--- config.mk ---
export PLATFORM = sky130hd
export DESIGN_NAME = kalman_angle_bias_filter
export DESIGN_NICKNAME = d
export VERILOG_FILES = /design/src/rtl/kabf_pkg.sv /design/src/rtl/kabf_datapath.sv /design/src/rtl/kabf_ctrl.sv /design/src/rtl/kalman_angle_bias_filter.sv
export SDC_FILE = /design/constraint.sdc
export NUM_CORES = 2
export LEC_CHECK = 0
export ABC_AREA = 1
export BUFFER_PORTS_ARGS = -buffer_cell sky130_fd_sc_hd__buf_4
export CORE_MARGIN = 2
export CORE_UTILIZATION = 30
export CTS_BUF_LIST = sky130_fd_sc_hd__clkbuf_8
export DETAILED_ROUTE_END_ITERATION = 12
export GPL_TIMING_DRIVEN = 0
export PLACE_DENSITY = 0.48
export SYNTH_ARGS = -nofsm -noshare
export SYNTH_HDL_FRONTEND = slang
export SYNTH_SLANG_ARGS = --single-unit
export TNS_END_PERCENT = 30
--- constraint.sdc ---
create_clock -name clk -period 6.9 [get_ports clk]
set_clock_uncertainty 0.05 [all_clocks]
set_input_delay 0.69 -clock clk [delete_from_list [all_inputs] [get_ports clk]]
set_output_delay 0.69 -clock clk [all_outputs]
set_load 0.005 [all_outputs]
--- src/rtl/kabf_pkg.sv ---
// Shared types, codes and the filter step program for the angle/bias Kalman filter.
`default_nettype none
package kabf_pkg;

  localparam int OP_W = 2;
  localparam logic [OP_W-1:0] OP_ADD = 2'd0;
  localparam logic [OP_W-1:0] OP_SUB = 2'd1;
  localparam logic [OP_W-1:0] OP_MUL = 2'd2;
  localparam logic [OP_W-1:0] OP_DIV = 2'd3;

  localparam int SRC_W     = 5;
  localparam int MEM_AW    = 4;
  localparam int MEM_DEPTH = 16;

  // scratch/state memory addresses (bit 4 clear)
  localparam logic [SRC_W-1:0] A_ANG  = 5'd0;
  localparam logic [SRC_W-1:0] A_BIAS = 5'd1;
  localparam logic [SRC_W-1:0] A_P00  = 5'd2;
  localparam logic [SRC_W-1:0] A_P01  = 5'd3;
  localparam logic [SRC_W-1:0] A_P10  = 5'd4;
  localparam logic [SRC_W-1:0] A_P11  = 5'd5;
  localparam logic [SRC_W-1:0] A_T    = 5'd6;
  localparam logic [SRC_W-1:0] A_DP   = 5'd7;
  localparam logic [SRC_W-1:0] A_S    = 5'd8;
  localparam logic [SRC_W-1:0] A_K0   = 5'd9;
  localparam logic [SRC_W-1:0] A_K1   = 5'd10;
  localparam logic [SRC_W-1:0] A_Y    = 5'd11;
  localparam logic [SRC_W-1:0] A_Q00  = 5'd12;
  localparam logic [SRC_W-1:0] A_Q01  = 5'd13;
  // sample and register operands (bit 4 set)
  localparam logic [SRC_W-1:0] SRC_RATE = 5'd16;
  localparam logic [SRC_W-1:0] SRC_MEAS = 5'd17;
  localparam logic [SRC_W-1:0] SRC_DT   = 5'd18;
  localparam logic [SRC_W-1:0] SRC_QA   = 5'd19;
  localparam logic [SRC_W-1:0] SRC_QB   = 5'd20;
  localparam logic [SRC_W-1:0] SRC_R    = 5'd21;

  localparam int CFG_IW = 2;
  localparam logic [CFG_IW-1:0] CFG_QA = 2'd0;
  localparam logic [CFG_IW-1:0] CFG_QB = 2'd1;
  localparam logic [CFG_IW-1:0] CFG_R  = 2'd2;

  localparam int PC_W  = 5;
  localparam int NSTEP = 29;

  typedef struct packed {
    logic [OP_W-1:0]  op;
    logic [SRC_W-1:0] dst;
    logic [SRC_W-1:0] a;
    logic [SRC_W-1:0] b;
  } uop_t;

  typedef struct packed {
    logic load;
    logic fetch;
    logic start;
    logic emit;
    uop_t uop;
  } dp_cmd_t;

  typedef struct packed {
    logic done;
    logic out_full;
  } dp_sts_t;

  function automatic uop_t prog(input logic [PC_W-1:0] pc);
    uop_t u;
    case (pc)
      5'd0:  u = '{OP_SUB, A_T,    SRC_RATE, A_BIAS};
      5'd1:  u = '{OP_MUL, A_T,    SRC_DT,   A_T};
      5'd2:  u = '{OP_ADD, A_ANG,  A_ANG,    A_T};
      5'd3:  u = '{OP_MUL, A_DP,   SRC_DT,   A_P11};
      5'd4:  u = '{OP_SUB, A_T,    A_DP,     A_P01};
      5'd5:  u = '{OP_SUB, A_T,    A_T,      A_P10};
      5'd6:  u = '{OP_ADD, A_T,    A_T,      SRC_QA};
      5'd7:  u = '{OP_MUL, A_T,    SRC_DT,   A_T};
      5'd8:  u = '{OP_ADD, A_P00,  A_P00,    A_T};
      5'd9:  u = '{OP_SUB, A_P01,  A_P01,    A_DP};
      5'd10: u = '{OP_SUB, A_P10,  A_P10,    A_DP};
      5'd11: u = '{OP_MUL, A_T,    SRC_QB,   SRC_DT};
      5'd12: u = '{OP_ADD, A_P11,  A_P11,    A_T};
      5'd13: u = '{OP_ADD, A_S,    A_P00,    SRC_R};
      5'd14: u = '{OP_DIV, A_K0,   A_P00,    A_S};
      5'd15: u = '{OP_DIV, A_K1,   A_P10,    A_S};
      5'd16: u = '{OP_SUB, A_Y,    SRC_MEAS, A_ANG};
      5'd17: u = '{OP_MUL, A_T,    A_K0,     A_Y};
      5'd18: u = '{OP_ADD, A_ANG,  A_ANG,    A_T};
      5'd19: u = '{OP_MUL, A_T,    A_K1,     A_Y};
      5'd20: u = '{OP_ADD, A_BIAS, A_BIAS,   A_T};
      5'd21: u = '{OP_MUL, A_Q00,  A_K0,     A_P00};
      5'd22: u = '{OP_MUL, A_Q01,  A_K0,     A_P01};
      5'd23: u = '{OP_MUL, A_T,    A_K1,     A_P00};
      5'd24: u = '{OP_SUB, A_P10,  A_P10,    A_T};
      5'd25: u = '{OP_MUL, A_T,    A_K1,     A_P01};
      5'd26: u = '{OP_SUB, A_P11,  A_P11,    A_T};
      5'd27: u = '{OP_SUB, A_P00,  A_P00,    A_Q00};
      5'd28: u = '{OP_SUB, A_P01,  A_P01,    A_Q01};
      default: u = '{OP_ADD, A_T, A_T, A_T};
    endcase
    return u;
  endfunction

endpackage
`default_nettype wire

--- src/rtl/kabf_datapath.sv ---
// Datapath: operand memory, saturating add/sub, serial multiplier and divider, output register.
`default_nettype none
module kabf_datapath #(
  parameter int W = 32,
  parameter int F = 24
) (
  input  wire                           clk,
  input  wire                           rst_n,
  input  wire  [W-1:0]                  in_rate,
  input  wire  [W-1:0]                  in_meas,
  input  wire  [F:0]                    in_dt,
  input  wire                           cfg_valid,
  input  wire  [kabf_pkg::CFG_IW-1:0]   cfg_index,
  input  wire  [F:0]                    cfg_data,
  input  kabf_pkg::dp_cmd_t             cmd,
  output kabf_pkg::dp_sts_t             sts,
  input  wire                           out_tready,
  output logic                          out_tvalid,
  output logic [W-1:0]                  out_angle,
  output logic [W-1:0]                  out_bias
);
  import kabf_pkg::*;

  localparam int XW  = ((W > F + 1) ? W : F + 1) + 1;
  localparam int NIT = (W + 1) / 2;
  localparam int LB  = 2 * NIT;
  localparam int PW  = W + 2 + LB;
  localparam int DW  = W + F;
  localparam int CW  = $clog2(DW + 1);
  localparam int SW  = 2 * W + F + 2;
  localparam logic [W-1:0] MAXV = {1'b0, {(W-1){1'b1}}};
  localparam logic [W-1:0] LIMN = {1'b1, {(W-1){1'b0}}};
  localparam logic [2*W:0] MHALF = (2*W+1)'(1) << (F - 1);
  localparam longint unsigned ONE = 64'd1 << F;
  localparam logic [F:0] QA_RST = (F+1)'((ONE + 64'd500) / 64'd1000);
  localparam logic [F:0] QB_RST = (F+1)'((3 * ONE + 64'd500) / 64'd1000);
  localparam logic [F:0] R_RST  = (F+1)'((3 * ONE + 64'd50) / 64'd100);

  localparam logic [2:0] M_IDLE = 3'd0;
  localparam logic [2:0] M_ALU  = 3'd1;
  localparam logic [2:0] M_MUL  = 3'd2;
  localparam logic [2:0] M_DIV  = 3'd3;
  localparam logic [2:0] M_FIN  = 3'd4;

  function automatic logic [W-1:0] ureg(input logic [F:0] v);
    logic [XW-1:0] e;
    e = XW'(v);
    if (e > XW'(MAXV)) return MAXV;
    return e[W-1:0];
  endfunction

  function automatic logic [W-1:0] mag(input logic [W-1:0] x);
    return x[W-1] ? (~x + 1'b1) : x;
  endfunction

  function automatic logic [W-1:0] sat_signed(input logic [SW-1:0] q, input logic neg);
    logic [W-1:0] lim;
    logic [W-1:0] v;
    lim = neg ? LIMN : MAXV;
    v = (q > SW'(lim)) ? lim : q[W-1:0];
    return neg ? (~v + 1'b1) : v;
  endfunction

  logic [F:0]   qa_r, qb_r, rn_r;
  logic [W-1:0] rate_r, meas_r, dt_r;
  logic [W-1:0] mem_r [0:MEM_DEPTH-1];
  logic [MEM_DEPTH-1:0] vld_r;
  logic [W-1:0] mem_a_r, mem_b_r, sel_a_r, sel_b_r;
  logic         vld_a_r, vld_b_r, is_in_a_r, is_in_b_r;
  logic [2:0]   mode_r;
  logic [CW-1:0] cnt_r;
  logic [OP_W-1:0]  op_r;
  logic [SRC_W-1:0] dst_r;
  logic         neg_r, dzero_r;
  logic [W-1:0] ma_r, md_r;
  logic [PW-1:0] pr_r;
  logic [W:0]   rem_r;
  logic [DW-1:0] nq_r;
  logic [W-1:0] ang_r, bias_r;
  logic         out_valid_r;
  logic [W-1:0] out_angle_r, out_bias_r;

  logic [W-1:0] opa, opb, res, alu_res, mul_res, div_res;
  logic [W:0]   ext_a, ext_b, asum;
  logic [W+1:0] addv, upper;
  logic [PW-1:0] pr_nxt;
  logic [2*W:0] msum;
  logic [W:0]   rsh, rem_nxt;
  logic         ge, rbit, done;
  logic [DW:0]  dq;

  function automatic logic [W-1:0] insel(input logic [SRC_W-1:0] c);
    case (c)
      SRC_RATE: return rate_r;
      SRC_MEAS: return meas_r;
      SRC_DT:   return dt_r;
      SRC_QA:   return ureg(qa_r);
      SRC_QB:   return ureg(qb_r);
      SRC_R:    return ureg(rn_r);
      default:  return '0;
    endcase
  endfunction

  assign opa = is_in_a_r ? sel_a_r : (vld_a_r ? mem_a_r : '0);
  assign opb = is_in_b_r ? sel_b_r : (vld_b_r ? mem_b_r : '0);

  always_comb begin
    ext_a = {opa[W-1], opa};
    ext_b = {opb[W-1], opb};
    asum  = (op_r == OP_SUB) ? ext_a - ext_b : ext_a + ext_b;
    if (asum[W] != asum[W-1]) alu_res = asum[W] ? LIMN : MAXV;
    else alu_res = asum[W-1:0];
  end

  always_comb begin
    case (pr_r[1:0])
      2'd0:    addv = '0;
      2'd1:    addv = {2'b00, ma_r};
      2'd2:    addv = {1'b0, ma_r, 1'b0};
      default: addv = {2'b00, ma_r} + {1'b0, ma_r, 1'b0};
    endcase
    upper  = pr_r[PW-1:LB] + addv;
    pr_nxt = {upper, pr_r[LB-1:0]} >> 2;
    msum   = {1'b0, pr_r[2*W-1:0]} + MHALF;
    mul_res = sat_signed(SW'(msum[2*W:F]), neg_r);
  end

  always_comb begin
    rsh     = {rem_r[W-1:0], nq_r[DW-1]};
    ge      = rsh >= {1'b0, md_r};
    rem_nxt = ge ? rsh - {1'b0, md_r} : rsh;
    rbit    = {rem_r, 1'b0} >= {2'b00, md_r};
    dq      = (DW+1)'(nq_r) + (DW+1)'(rbit);
    div_res = dzero_r ? '0 : sat_signed(SW'(dq), neg_r);
  end

  assign done = (mode_r == M_ALU) || (mode_r == M_FIN);
  assign res  = (mode_r == M_ALU) ? alu_res : ((op_r == OP_MUL) ? mul_res : div_res);

  always_ff @(posedge clk) begin
    if (!rst_n) begin
      qa_r        <= QA_RST;
      qb_r        <= QB_RST;
      rn_r        <= R_RST;
      vld_r       <= '0;
      mode_r      <= M_IDLE;
      cnt_r       <= '0;
      out_valid_r <= 1'b0;
    end else begin
      if (cfg_valid) begin
        case (cfg_index)
          CFG_QA:  qa_r <= cfg_data;
          CFG_QB:  qb_r <= cfg_data;
          CFG_R:   rn_r <= cfg_data;
          default: ;
        endcase
      end
      if (done) vld_r[dst_r[MEM_AW-1:0]] <= 1'b1;
      if (cmd.emit) out_valid_r <= 1'b1;
      else if (out_tready) out_valid_r <= 1'b0;
      case (mode_r)
        M_IDLE: begin
          if (cmd.start) begin
            cnt_r <= '0;
            case (cmd.uop.op)
              OP_MUL:  mode_r <= M_MUL;
              OP_DIV:  mode_r <= (opb == '0) ? M_FIN : M_DIV;
              default: mode_r <= M_ALU;
            endcase
          end
        end
        M_MUL: begin
          cnt_r <= cnt_r + 1'b1;
          if (cnt_r == CW'(NIT - 1)) mode_r <= M_FIN;
        end
        M_DIV: begin
          cnt_r <= cnt_r + 1'b1;
          if (cnt_r == CW'(DW - 1)) mode_r <= M_FIN;
        end
        default: mode_r <= M_IDLE;
      endcase
    end
  end

  always_ff @(posedge clk) begin
    if (cmd.load) begin
      rate_r <= in_rate;
      meas_r <= in_meas;
      dt_r   <= ureg(in_dt);
    end
    if (cmd.fetch) begin
      mem_a_r   <= mem_r[cmd.uop.a[MEM_AW-1:0]];
      mem_b_r   <= mem_r[cmd.uop.b[MEM_AW-1:0]];
      vld_a_r   <= vld_r[cmd.uop.a[MEM_AW-1:0]];
      vld_b_r   <= vld_r[cmd.uop.b[MEM_AW-1:0]];
      is_in_a_r <= cmd.uop.a[SRC_W-1];
      is_in_b_r <= cmd.uop.b[SRC_W-1];
      sel_a_r   <= insel(cmd.uop.a);
      sel_b_r   <= insel(cmd.uop.b);
    end
    if (cmd.start && mode_r == M_IDLE) begin
      op_r    <= cmd.uop.op;
      dst_r   <= cmd.uop.dst;
      neg_r   <= opa[W-1] ^ opb[W-1];
      ma_r    <= mag(opa);
      md_r    <= mag(opb);
      dzero_r <= (opb == '0);
      pr_r    <= {{(W+2){1'b0}}, LB'(mag(opb))};
      rem_r   <= '0;
      nq_r    <= {mag(opa), {F{1'b0}}};
    end
    if (mode_r == M_MUL) pr_r <= pr_nxt;
    if (mode_r == M_DIV) begin
      rem_r <= rem_nxt;
      nq_r  <= {nq_r[DW-2:0], ge};
    end
    if (done) begin
      mem_r[dst_r[MEM_AW-1:0]] <= res;
      if (dst_r == A_ANG) ang_r <= res;
      if (dst_r == A_BIAS) bias_r <= res;
    end
    if (cmd.emit) begin
      out_angle_r <= ang_r;
      out_bias_r  <= bias_r;
    end
  end

  assign sts.done     = done;
  assign sts.out_full = out_valid_r;
  assign out_tvalid   = out_valid_r;
  assign out_angle    = out_angle_r;
  assign out_bias     = out_bias_r;

endmodule
`default_nettype wire

--- src/rtl/kabf_ctrl.sv ---
// Controller: accepts a sample, steps the filter program through the datapath, emits the result.
`default_nettype none
module kabf_ctrl (
  input  wire                 clk,
  input  wire                 rst_n,
  input  wire                 in_tvalid,
  output logic                in_tready,
  input  kabf_pkg::dp_sts_t   sts,
  output kabf_pkg::dp_cmd_t   cmd
);
  import kabf_pkg::*;

  localparam logic [2:0] S_IDLE  = 3'd0;
  localparam logic [2:0] S_FETCH = 3'd1;
  localparam logic [2:0] S_EXEC  = 3'd2;
  localparam logic [2:0] S_WAIT  = 3'd3;
  localparam logic [2:0] S_EMIT  = 3'd4;

  logic [2:0]      state_r, state_nxt;
  logic [PC_W-1:0] pc_r, pc_nxt;

  always_comb begin
    state_nxt = state_r;
    pc_nxt    = pc_r;
    cmd       = '0;
    cmd.uop   = prog(pc_r);
    in_tready = (state_r == S_IDLE);
    case (state_r)
      S_IDLE: begin
        if (in_tvalid) begin
          cmd.load  = 1'b1;
          pc_nxt    = '0;
          state_nxt = S_FETCH;
        end
      end
      S_FETCH: begin
        cmd.fetch = 1'b1;
        state_nxt = S_EXEC;
      end
      S_EXEC: begin
        cmd.start = 1'b1;
        state_nxt = S_WAIT;
      end
      S_WAIT: begin
        if (sts.done) begin
          if (pc_r == PC_W'(NSTEP - 1)) begin
            state_nxt = S_EMIT;
          end else begin
            pc_nxt    = pc_r + 1'b1;
            state_nxt = S_FETCH;
          end
        end
      end
      S_EMIT: begin
        if (!sts.out_full) begin
          cmd.emit  = 1'b1;
          state_nxt = S_IDLE;
        end
      end
      default: state_nxt = S_IDLE;
    endcase
  end

  always_ff @(posedge clk) begin
    if (!rst_n) begin
      state_r <= S_IDLE;
      pc_r    <= '0;
    end else begin
      state_r <= state_nxt;
      pc_r    <= pc_nxt;
    end
  end

endmodule
`default_nettype wire

--- src/rtl/kalman_angle_bias_filter.sv ---
// Top level of the two-state angle/gyro-bias Kalman filter.
// One sample transaction (rate, measured angle, time step) yields one result transaction
// (filtered angle, estimated bias), in fixed point with FRAC_BITS fraction bits, signed but for
// the unsigned time step, saturated to the word range. Samples are processed one at a time:
// a 29-step program runs on one shared datapath with a 2-bit serial multiplier and a 1-bit
// restoring divider (a zero divisor skips the serial division). The program holds 17
// add/subtracts, 10 multiplies and 2 divides.
// A new sample is taken while the previous result still waits on the output.
// Configuration writes are accepted every cycle and must only occur while idle.
`default_nettype none
module kalman_angle_bias_filter #(
  parameter int WORD_BITS = 32,
  parameter int FRAC_BITS = 24
) (
  input  wire                               clk,
  input  wire                               rst_n,
  input  wire                               in_tvalid,
  output logic                              in_tready,
  // gyro_rate, measured_angle, time_step (lowest bits first)
  input  wire  [((2*WORD_BITS+FRAC_BITS+1+7)/8)*8-1:0] in_tdata,
  output logic                              out_tvalid,
  input  wire                               out_tready,
  // filtered_angle, estimated_bias (lowest bits first)
  output logic [((2*WORD_BITS+7)/8)*8-1:0]  out_tdata,
  input  wire                               cfg_valid,
  output logic                              cfg_ready,
  input  wire  [kabf_pkg::CFG_IW-1:0]       cfg_index,
  input  wire  [FRAC_BITS:0]                cfg_data
);
  import kabf_pkg::*;

  localparam int W   = WORD_BITS;
  localparam int F   = FRAC_BITS;
  localparam int ODW = ((2*W+7)/8)*8;

  dp_cmd_t      cmd;
  dp_sts_t      sts;
  logic [W-1:0] out_angle, out_bias;

  assign cfg_ready = 1'b1;

  kabf_ctrl u_ctrl (
    .clk       (clk),
    .rst_n     (rst_n),
    .in_tvalid (in_tvalid),
    .in_tready (in_tready),
    .sts       (sts),
    .cmd       (cmd)
  );

  kabf_datapath #(.W(W), .F(F)) u_dp (
    .clk        (clk),
    .rst_n      (rst_n),
    .in_rate    (in_tdata[W-1:0]),
    .in_meas    (in_tdata[2*W-1:W]),
    .in_dt      (in_tdata[2*W+F:2*W]),
    .cfg_valid  (cfg_valid),
    .cfg_index  (cfg_index),
    .cfg_data   (cfg_data),
    .cmd        (cmd),
    .sts        (sts),
    .out_tready (out_tready),
    .out_tvalid (out_tvalid),
    .out_angle  (out_angle),
    .out_bias   (out_bias)
  );

  assign out_tdata = ODW'({out_bias, out_angle});

  a_leave_idle: assert property (@(posedge clk) disable iff (!rst_n)
    in_tvalid && in_tready |=> !in_tready)
    else $error("sample accepted but controller stayed idle");

  a_done_busy: assert property (@(posedge clk) disable iff (!rst_n)
    sts.done |-> !in_tready)
    else $error("datapath finished an operation while idle");

  a_start_pulse: assert property (@(posedge clk) disable iff (!rst_n)
    cmd.start |=> !cmd.start)
    else $error("back-to-back operation starts");

  a_no_overwrite: assert property (@(posedge clk) disable iff (!rst_n)
    cmd.emit |-> !out_tvalid)
    else $error("result emitted over a pending transaction");

endmodule
`default_nettype wire

# Word level (Yosys, flattened, before mapping)
# Memories as Yosys holds them, arrays and structs flattened. A register that Yosys moved wholly into a read port is not among the register bits.
# Index checks and enable logic that the tools add are counted.
# classes
n_bitwise	6
eq_ne	40
magnitude_cmp	8
addsub	13
mux	62
reduce_logical	24
# op_table
cell	n
two-way mux 32 bit	16
case mux 32 bit (6 select lines)	2
two-way mux 33 bit	4
adder 32 x 1 -> 32 bit (second input constant)	4
two-way mux 64 bit	2
inverter 32 bit	4
two-way mux 56 bit	2
case mux 34 bit (3 select lines)	1
adder 64 x 24 -> 65 bit (second input constant)	1
equality test 5 bit (second input constant)	13
adder 56 x 1 -> 57 bit	1
greater-than comparator 57 x 32 -> 1 bit	1
greater-than comparator 41 x 32 -> 1 bit	1
adder 32 x 33 -> 34 bit	1
adder 32 x 34 -> 34 bit	1
greater-or-equal comparator 34 x 32 -> 1 bit	1
adder 32 x 32 -> 33 bit	1
greater-or-equal comparator 33 x 32 -> 1 bit	1
subtractor 32 x 32 -> 33 bit	1
subtractor 33 x 32 -> 33 bit	1
zero test 32 bit	1
two-way mux 5 bit	5
two-way mux 3 bit	8
bitwise OR 16 bit	1
35 further kinds	79
# word_totals
output_inout_bits	67
n_memories	2
register_bits	620
ram_bits	512
inputBits	128
mem_bits_ro	512
wordCells	186
# memory_table
memory	words	word_bits	read_ports	rd_clocked_by_memory_dff	write_ports	line	text
(name not given)	32	16	1	1	0	kabf_pkg.sv:68	case (pc)
u_dp.mem_r	16	32	2	2	1	kabf_datapath.sv:66	logic [W-1:0] mem_r [0:MEM_DEPTH-1];

# Logic depth before layout (Yosys ltp)
# logic_depth
ltp_word	10
mapped_depth	49
mapped_depth_nobuf	49

# Hierarchy
# From an unflattened synthesis, not the netlist that was laid out.
# unflattened
hier_cells	7334
hier_area_um2	66914.2
# by_module_without_submodules
mod	seq_area_each_um2	area_each_um2	instances	cells_each
kabf_datapath	34663.2	65125.0	1	7046
kabf_ctrl	480.5	1778.0	1	286
kalman_angle_bias_filter	0.0	11.3	1	2

# Worst setup path after synthesis
# Ideal clock, no wire load.
# synth_timing
path_type	reg-to-reg
startpoint	reg u_ctrl.state_r[1]
endpoint	reg u_dp.nq_r[0], enable pin
slack_ns	0.198
arrival_ns	6.202
setup_ns	0.450
path_stages_with_launch	7
n_path_buf	0
period_less_slack_ns	6.702
required_time_ns	6.400
cell_sequence	dfxtp_1 -> inv_1 -> nor3_1 -> inv_1 -> nor2_1 -> inv_1 -> nand2_1
# synth_between
elab_chain_len	4
# synth_lines
item	line	text
start, declared	kabf_ctrl.sv:19	logic [2:0] state_r, state_nxt;
start signal, assigned	kabf_ctrl.sv:69	state_r <= state_nxt;
equality test 3 x 2 -> 1 bit	kabf_ctrl.sv:28	case (state_r)
two-way mux 1 bit	kabf_ctrl.sv:28	
logical AND 1 bit	kabf_datapath.sv:201	if (cmd.start && mode_r == M_IDLE) begin
nonzero test 2 bit (no line)	--	
end signal, assigned	kabf_datapath.sv:210	nq_r <= {mag(opa), {F{1'b0}}};
end signal, assigned	kabf_datapath.sv:215	nq_r <= {nq_r[DW-2:0], ge};
end, declared	kabf_datapath.sv:78	logic [DW-1:0] nq_r;
# No other way between the ends.
# A chain may end at the register's enable or synchronous reset.

# Worst setup path in the final report
# layout_timing
startpoint	reg u_dp.rem_r[25]
endpoint	mem u_dp.mem_r[6][18], data pin
# layout_between
elab_chain_len	10
# layout_lines
item	line	text
start, declared	kabf_datapath.sv:77	logic [W:0] rem_r;
start signal, assigned	kabf_datapath.sv:214	rem_r <= rem_nxt;
greater-or-equal comparator 34 x 32 -> 1 bit *	kabf_datapath.sv:132	rbit = {rem_r, 1'b0} >= {2'b00, md_r};
adder 56 x 1 -> 57 bit *	kabf_datapath.sv:133	dq = (DW+1)'(nq_r) + (DW+1)'(rbit);
greater-than comparator 57 x 32 -> 1 bit	kabf_datapath.sv:60	v = (q > SW'(lim)) ? lim : q[W-1:0];
two-way mux 32 bit *	kabf_datapath.sv:60	
inverter 32 bit	kabf_datapath.sv:61	return neg ? (~v + 1'b1) : v;
adder 32 x 1 -> 32 bit	kabf_datapath.sv:61	
two-way mux 32 bit *	kabf_datapath.sv:61	
two-way mux 32 bit *	kabf_datapath.sv:134	div_res = dzero_r ? '0 : sat_signed(SW'(dq), neg_r);
two-way mux 32 bit * (2 in series)	kabf_datapath.sv:138	assign res = (mode_r == M_ALU) ? alu_res : ((op_r == OP_MUL) ? mul_res : div_res);
via u_dp.res[18]	kabf_datapath.sv:83	logic [W-1:0] opa, opb, res, alu_res, mul_res, div_res;
end, declared	kabf_datapath.sv:66	
# Mark *: on every way through the listed nets, which the timed path passes. The rest lies on a longest branch.

==> impl_metrics.tcl <==
set metrics [dict create \
    die_w_um 468 \
    drt_iter0_drc 6716 \
    synth_seq_area_share_pct 51.4 \
    crit_buf_inv 3 \
    worst_path_max_delay_cell "edfxtp_1" \
    std_cell_rows 170 \
    core_um2 214000 \
    area_growth_pct 20.6 \
    nNetsFinal 8184 \
    antenna_found_initial 10 \
    cts.sinks 1147 \
    routed-via-count 58650 \
    yosysTopAreaCell "edfxtp_1" \
    overflow 0 \
    endpoint_kind "register" \
    min_path_type "input port to register" \
    slew_violations 19 \
    avgSynthCellArea_um2 8.92 \
    synth_top_area_share_pct 47.5 \
    dp_hpwl_um 215000 \
    clkLatencyLatePin_ns 1.02 \
    arrival_ns 7.24 \
    setup.worst_path.class "register to register" \
    route.antenna.remaining_nets 0 \
    die_area_um2 219000 \
    fin_crit_sh_pct 95.7 \
    cp-start-kind "register" \
    clock_tree.buffer_depth 3 \
    synth-seq-cells 1147 \
    ys_top_cells_by_count "1,576 x nand2_1, 1,022 x edfxtp_1, 908 x inv_1, 611 x nor2_1, 368 x nand3_1" \
    io_pins 195 \
    period_minus_slack_ns 6.60 \
    worstPathMaxFanout 8 \
    yosysUniqueCellTypes 69 \
    grt_pass1_wl_um 399000 \
    synthesis.area_um2 64600 \
    cp_top_family "simple AND/OR/NAND/NOR gates" \
    drive_above_1_share_pct 11.1 \
    hold_slack_ns 0.159 \
    ys.warnings.count 0 \
    synth_cells 7240 \
    route.detailed.drc 0 \
    totalWireLength_um 286000 \
    tightest_slew_ns 1.58 \
    cellPowerDensity_nw_per_um2 398 \
    violations "capacitance limit, slew limit" \
    synth_nets 7582 \
    yosysMostFrequentCell "nand2_1" \
    drv_cap 2 \
    synth-async-reset-ratio_pct 0 \
    path_clk_slew_ns 0.06 \
    report.power.total_w 0.0310 \
    slowest_delay_ns 0.44 \
    place.port_buffers 185 \
    fmax_mhz 151 \
    hold_viol 0 \
    start_util_pct 30.1 \
    firstDrtPassIters 6 \
    track_usage_pct 25.1 \
    leakagePower_nw 30.7 \
    cts_tree "done" \
    cp.required_ns 7.54 \
    outcome "finished with violations" \
    peakVddDrop_mv 0.295 \
    gp_congestion 0.960 \
    synthTopCellsByArea "edfxtp_1 48%, nand2_1 9.2%, inv_1 5.3%" \
    htreeDepth 4 \
    synth_edf_count 1022 \
    ys.flop_type "edfxtp_1" \
    setup_violations 0 \
    cts_buffers 208 \
    viasPerCell 5.40 \
    grt_pass1_vias 56259 \
    cts_root_buf "clkbuf_8" \
    r2r_setup_slack_ns 0.30 \
    slew_headroom_pct -5.33 \
    die-height_um 468 \
    routedWlPerCell_um 26.3 \
    grt_start_max_net_pins 57 \
]
==> cell type report <==
type / count / area (um2)
tap: 2838 / 3550
fill: 21801 / 136000
inverter: 933 / 3510
clock inverter: 166 / 1030
clock buffer: 222 / 3060
sequential: 1147 / 33200
multi-input combinational: 4862 / 28400
buffer: 301 / 1240
timing repair buffer: 389 / 3930
antenna: 6 / 15.0
==> what timing repair did <==
action,in CTS,in global routing
hold buffers,118,0
endpoints found under the setup margin,512,512
pin swaps,35,46
cloned,0,5
setup buffers,19,27
gates resized for setup,141,141
hold endpoints to repair,166,0
==> worst min-delay path: stages <==
cell and delay [ns]:
buf_4 0.12, nand2_1 0.05, nor2_1 0.11, nand2_1 0.09, o211ai_1 0.07
==> layer usage <==
metal | global-route usage, % | vias to the layer above | share of wire (%)
met4 | 13.4 | 4 | 5.8
li1 | - | 26661 | -
met3 | 3.92 | 584 | 7.4
met2 | 40.4 | 2677 | 46
met1 | 32.5 | 28724 | 41
met5 | 0 | - | 0.0081
==> final timing paths <==
kind,to,startpoint,cells after the start
worst min register to register,u_dp.dst_r[0]$_DFFE_PP_,u_ctrl.cmd[10]$_DFF_P_,0
worst min-delay path,u_dp.qb_r[3]$_SDFFE_PN1P_,cfg_index[0],5
worst max register to register,u_dp.mem_r[6][18]$_DFFE_PP_,u_dp.rem_r[25]$_SDFFCE_PN0P_,42
worst max-delay path,u_dp.mem_r[6][18]$_DFFE_PP_,u_dp.rem_r[25]$_SDFFCE_PN0P_,42
==> report_power, final <==
group          switching (W)  total, W  internal, W
clock network        0.00315   0.00649      0.00333
logic                0.00983    0.0139      0.00410
registers           0.000900    0.0106      0.00969
==> flip-flops by register name, indices dropped and copies added, names as in the netlist, 33 cells and up <==
signal,cells
u_dp.mem_r,450
u_dp.nq_r,56
u_dp.pr_r,64
u_dp.rem_r,33
==> per-stage QoR <==
stage	worst slack (ns)	instance area (um2)	setup TNS, ns	util, %	cells
final	0.295	77900	0	36.4	10864
after global routing	-0.0220	77900	-0.535	36.4	10860
after CTS	0.00431	76800	0	35.9	10826
after detailed placement	-1.98	70500	-748.88	32.9	10302
after global placement	-5.14	69500	-2191.95	32.5	10263
after floorplan	0.198	64600	0	-	7240
==> cells in the final DEF (no fill, tap or decap), types with 41 or more instances in the layout <==
| cell | n |
|---|---|
| a21oi_1 | 339 |
| a221oi_1 | 54 |
| a22oi_1 | 214 |
| a31oi_1 | 41 |
| buf_1 | 42 |
| buf_12 | 42 |
| buf_4 | 222 |
| clkbuf_1 | 233 |
| clkbuf_8 | 222 |
| clkinv_1 | 54 |
| dfxtp_1 | 125 |
| dlygate4sd3_1 | 118 |
| edfxtp_1 | 1022 |
| ha_1 | 179 |
| inv_1 | 972 |
| nand2_1 | 1539 |
| nand3_1 | 359 |
| nand4_1 | 78 |
| nor2_1 | 554 |
| nor2_4 | 46 |
| nor3_1 | 55 |
| o211ai_1 | 81 |
| o21ai_0 | 335 |
| o221ai_1 | 133 |
| o22ai_1 | 224 |
| xnor2_1 | 50 |
| xor2_1 | 130 |
==> cell families after synthesis <==
logic type	synth area share, %
and+or+nand+nor	18.1
adders and majority gates	4.19
xor gates and xnor gates	2.72
DFF	51.4
AOI/OAI and AO/OA	16.2
buffers and inverters	7.32
other	0.00581
(Power assumes the default switching activity.)
